--- src/pdws_divider.sv ---
//==============================================================================
// pdws_divider: pipelined restoring divider, one quotient bit per stage.
// Carries a side-band word alongside each division; stalls hold every stage.
//==============================================================================
`default_nettype none
module pdws_divider #(
    parameter int unsigned NUM_W = 40,
    parameter int unsigned DEN_W = 40,
    parameter int unsigned QUO_W = 18,
    parameter int unsigned SIDE_W = 8
) (
    input  wire logic              i_clk,
    input  wire logic              i_rst_n,
    input  wire logic              i_en,
    input  wire logic              i_valid,
    input  wire logic [NUM_W-1:0]  i_num,
    input  wire logic [DEN_W-1:0]  i_den,
    input  wire logic [SIDE_W-1:0] i_side,
    output logic                   o_valid,
    output logic [QUO_W-1:0]       o_quo,
    output logic [SIDE_W-1:0]      o_side
);
    // Partial remainder is wide enough for the numerator.
    localparam int unsigned REM_W = NUM_W + 1;
    // Trial divisor holds the divisor at its largest shift without losing bits.
    localparam int unsigned TR_W = (REM_W > DEN_W + QUO_W) ? REM_W : DEN_W + QUO_W;

    logic [QUO_W:0]             r_vld;
    logic [REM_W-1:0]           r_rem [QUO_W+1];
    logic [DEN_W-1:0]           r_den [QUO_W+1];
    logic [QUO_W-1:0]           r_quo [QUO_W+1];
    logic [SIDE_W-1:0]          r_side [QUO_W+1];

    // Stage 0 loads the operands.
    always_ff @(posedge i_clk) begin
        if (!i_rst_n) begin
            r_vld <= '0;
        end else if (i_en) begin
            r_vld <= {r_vld[QUO_W-1:0], i_valid};
        end
    end

    always_ff @(posedge i_clk) begin
        if (i_en) begin
            r_rem[0] <= REM_W'(i_num);
            r_den[0] <= i_den;
            r_quo[0] <= '0;
            r_side[0] <= i_side;
        end
    end

    // Each stage decides one quotient bit, most significant first.
    for (genvar g = 0; g < QUO_W; g++) begin : g_stage
        localparam int unsigned SH = QUO_W - 1 - g;
        logic [TR_W-1:0] w_trial;
        logic            w_fit;
        assign w_trial = TR_W'(r_den[g]) << SH;
        assign w_fit = TR_W'(r_rem[g]) >= w_trial;
        always_ff @(posedge i_clk) begin
            if (i_en) begin
                r_rem[g+1] <= w_fit ? REM_W'(TR_W'(r_rem[g]) - w_trial)
                                    : r_rem[g];
                r_quo[g+1] <= r_quo[g] | (QUO_W'(w_fit) << SH);
                r_den[g+1] <= r_den[g];
                r_side[g+1] <= r_side[g];
            end
        end
    end

    assign o_valid = r_vld[QUO_W];
    assign o_quo = r_quo[QUO_W];
    assign o_side = r_side[QUO_W];
endmodule
`default_nettype wire

--- config.mk ---
export PLATFORM = sky130hd
export DESIGN_NAME = pdws_divider
export DESIGN_NICKNAME = d
export VERILOG_FILES = /design/src/pdws_divider.sv
export SDC_FILE = /design/constraint.sdc
export NUM_CORES = 2
export LEC_CHECK = 0
export BUFFER_PORTS_ARGS = -buffer_cell sky130_fd_sc_hd__buf_2
export CAP_MARGIN = 20
export CORE_MARGIN = 5
export CORE_UTILIZATION = 40
export CTS_CLUSTER_SIZE = 28
export DETAILED_ROUTE_END_ITERATION = 16
export PLACE_DENSITY = 0.52
export SLEW_MARGIN = 5
export SYNTH_ARGS = -nofsm -noshare
export SYNTH_HDL_FRONTEND = slang
export SYNTH_SLANG_ARGS = --single-unit
export TNS_END_PERCENT = 30
--- constraint.sdc ---
create_clock -name i_clk -period 8 [get_ports i_clk]
set_input_delay 0.4 -clock i_clk [delete_from_list [all_inputs] [get_ports i_clk]]
set_output_delay 0.4 -clock i_clk [all_outputs]
set_load 0.03 [all_outputs]
==> out/results.ini <==
[outcome]
status = completed

[grt]
grt_pass1_wl_mm = 288
first_global_vias = 56100
grt_antenna_before_repair = 3
grt_max_degree = 172
grt-ovfl-total = 0
groute.usage.overall_pct = 15.4

[setup_path]
r2r_cells = 16
critPathKind = reg -> reg
r2r-start = r_rem[14][3]$_DFFE_PP_
worstPathRequired_ps = 8530
start_kind = flip-flop
crit_path_end_kind = flip-flop
rrSetupSlack_ps = 2870
r2r_end = r_rem[15][4]$_DFFE_PP_
critPathArrivalTime_ps = 5660
crit_fanout = 66

[min_path]
hold_path_depth = 1
hold_start = i_en
min_to = r_den[0][28]$_DFFE_PP_
hp-class = in -> reg

[detailed_routing]
vias = 53300
ant_nets = 0
wl_per_cell_um = 16.9
drtPass1Iterations = 5
routed_wl_mm = 179
drt_first_iter_violations = 2577
vias_per_cell = 5.03
route.detailed.drc = 0

[synth]
synth_top_area_share_pct = 59.8
synth-seq-area-share_pct = 60.3
synth_top_family_by_area = compound AO/OA/AOI/OAI gates
ys_types = 87
synth_xor_area_share_pct = 4.59
async_reset_ff_share_pct = 0
syn-num-nets = 7790
ys_ff_latch = 1799
synthAdderAreaFrac_pct = 8.55
syn-cell-area_mm2 = 0.0893
ys.flop_type = edfxtp_1
synthCells = 7098
syn_avg_cell_area_um2 = 12.6
synth_compound_area_share_pct = 12.0
synth.area.mux_share_pct = 3.37
synth_area_leaders = edfxtp_1, ha_1, inv_1
synth_edf_count = 1780
yosysWarnings = 0
yosysTopAreaCell = edfxtp_1
synth-simple-area-share_pct = 7.57

[layout]
nets = 8136
area_delta_synth_final_pct = 13.2
drive_above_1_share_pct = 7.03

[timing]
post-route-period-util_pct = 64.1
period_needed_ps = 5130
clock.fmax_mhz = 195
worst_pin_slew_ps = 1120
hold_viol_final = 0
finalClockSkew_ps = 31.4
rsz0062_at_grt = no
final-setup-viol-count = 0
tns_ps = 0
relSlewSlack_pct = 24.3
slew_viol_final = 0

[clock_network]
clk_pin_slew_ps = 50
cts_buffer_depth = 3
numCtsBuffers = 202
htreeDepth = 4
cts.sinks = 1799
clk_latency_ps = 810
tritoncts = built
cts_resized = 0
root_buffer = clkbuf_16

[placed_design]
hpwl_mm = 134
gp_congestion = 0.909
io_buffers = 118

[power_and_ir_drop]
leakage_nw = 40.9
vdd_drop_max_mv = 0.196
p_per_area_mw_per_mm2 = 232
power_mw = 23.5

[floorplan]
placement_rows = 173
core_area_mm2 = 0.222
die_area_mm2 = 0.233
ios = 119
die_w_um = 483
fp.dieH_um = 483
start_util_pct = 40.2

[run]
drv_cap = 0

==> per-stage QoR <==
stage          setup slack [ps]  instance area, um^2  util [%]  instances  hold slack [ps]
5_1_grt                    2600               101000      45.5      10600             32.8
6_report                   2870               101000      45.5      10600             54.0
3_5_place_dp               2870                93700      42.2      10100              405
3_3_place_gp               2880                93700      42.2      10100              400
4_1_cts                    2840               101000      45.5      10600             24.4
2_1_floorplan              4010                89300         -       7098              400
==> per-layer routing <==
metal  global-route usage [%]  vias to the layer above  share of wire, %
met4                     11.1                        0               8.3
met3                     2.30                      496               2.8
met1                     15.5                    25000                37
met2                     28.8                      816                52
li1                         -                    27000                 -
met5                        0                        -                 0
==> layout by cell type, fill, tap and decap left out, types with 19 or more instances in the layout <==
master	netlist	routed
a21oi_1	467	466
inv_1	731	731
a211oi_1	35	35
clkinv_1	0	41
nand4_1	85	85
mux2_4	21	21
nor2b_1	91	91
xnor2_1	277	277
o31ai_1	42	41
buf_4	11	41
ha_1	583	583
a21o_1	328	328
clkbuf_1	78	43
clkinv_2	0	34
edfxtp_1	1780	1780
dlygate4sd3_1	0	91
a31oi_1	44	44
nor2_1	247	246
o21bai_1	66	66
buf_2	18	117
o21a_1	70	69
nand2_1	510	510
nor3_1	78	77
and3_1	49	49
nor4_1	67	66
o21ai_0	232	232
mux2_1	193	193
clkbuf_16	0	206
xor2_1	191	191
nand2b_1	72	72
nand3_1	84	84
o21ai_1	257	256
mux2i_1	36	36
dfxtp_1	19	19
==> layout make-up <==
class | instances | area, um^2
Clock buffer | 255 | 5400
Multi-Input combinational cell | 4447 | 32300
Timing Repair Buffer | 259 | 2000
Tap cell | 2975 | 3720
Inverter | 735 | 2760
Clock inverter | 111 | 1060
Sequential cell | 1799 | 53800
Antenna cell | 3 | 7.51
Fill cell | 19800 | 121000
==> synth_stat cells (67+ instances only) <==
cell type  number
o21ai_1       257
a21o_1        328
nor2b_1        91
o21a_1         70
mux2_1        193
nor4_1         67
nor3_1         78
nor2_1        247
nand3_1        84
edfxtp_1     1780
ha_1          583
inv_1         731
nand2_1       510
a21oi_1       467
nand4_1        85
nand2b_1       72
xor2_1        191
xnor2_1       277
clkbuf_1       78
o21ai_0       232
==> critical path, stage by stage (launching register included) <==
cell and delay (ps):
edfxtp_1 390, inv_1 70, ha_1 150, inv_1 50, fa_1 420, a211oi_1 270, o21ai_1 190, a211o_1 310
a221oi_1 580, a31oi_1 350, o21ai_1 340, a31oi_1 190, nand2_1 140, a31oi_1 150, o221ai_4 310, buf_4 530
mux2_1 380
==> sequential cells by signal, summed over array words and instances, names as in the netlist <==
register / cells
r_rem: 737
r_den: 720
r_vld: 19
r_side: 152
r_quo: 171
==> power by group <==
part / switching [mW] / internal (mW)
sequential: 0.287 / 11.1
combinational: 1.88 / 1.35
clock: 3.71 / 5.17
total: 5.88 / 17.6
==> kinds of logic after synthesis <==
family	Yosys count
multiplexers	264
flip-flops	1799
adder cells (fa/ha/maj)	600
AO/OA/AOI/OAI	1721
AND/OR/NAND/NOR	1394
buffers and inverters	852
XOR/XNOR	468
==> timing repair <==
action                    CTS  global route
buffers inserted            0             0
hold buffers               91             0
hold endpoints to repair  107             0
==> worst max path at each step <==
stage                      startpoint                      end  slack [ps]  cells past startpoint
2_1_floorplan  r_rem[11][6]$_DFFE_PP_  r_rem[12][32]$_DFFE_PP_        4010                     18
3_3_place_gp   r_rem[16][1]$_DFFE_PP_   r_rem[17][2]$_DFFE_PP_        2880                     14
3_5_place_dp   r_rem[16][1]$_DFFE_PP_   r_rem[17][2]$_DFFE_PP_        2870                     14
4_1_cts        r_rem[16][1]$_DFFE_PP_   r_rem[17][2]$_DFFE_PP_        2840                     14
5_1_grt        r_rem[14][3]$_DFFE_PP_   r_rem[15][4]$_DFFE_PP_        2600                     16
6_report       r_rem[14][3]$_DFFE_PP_   r_rem[15][4]$_DFFE_PP_        2870                     16
No activity file was read; power rests on OpenSTA's default activity.
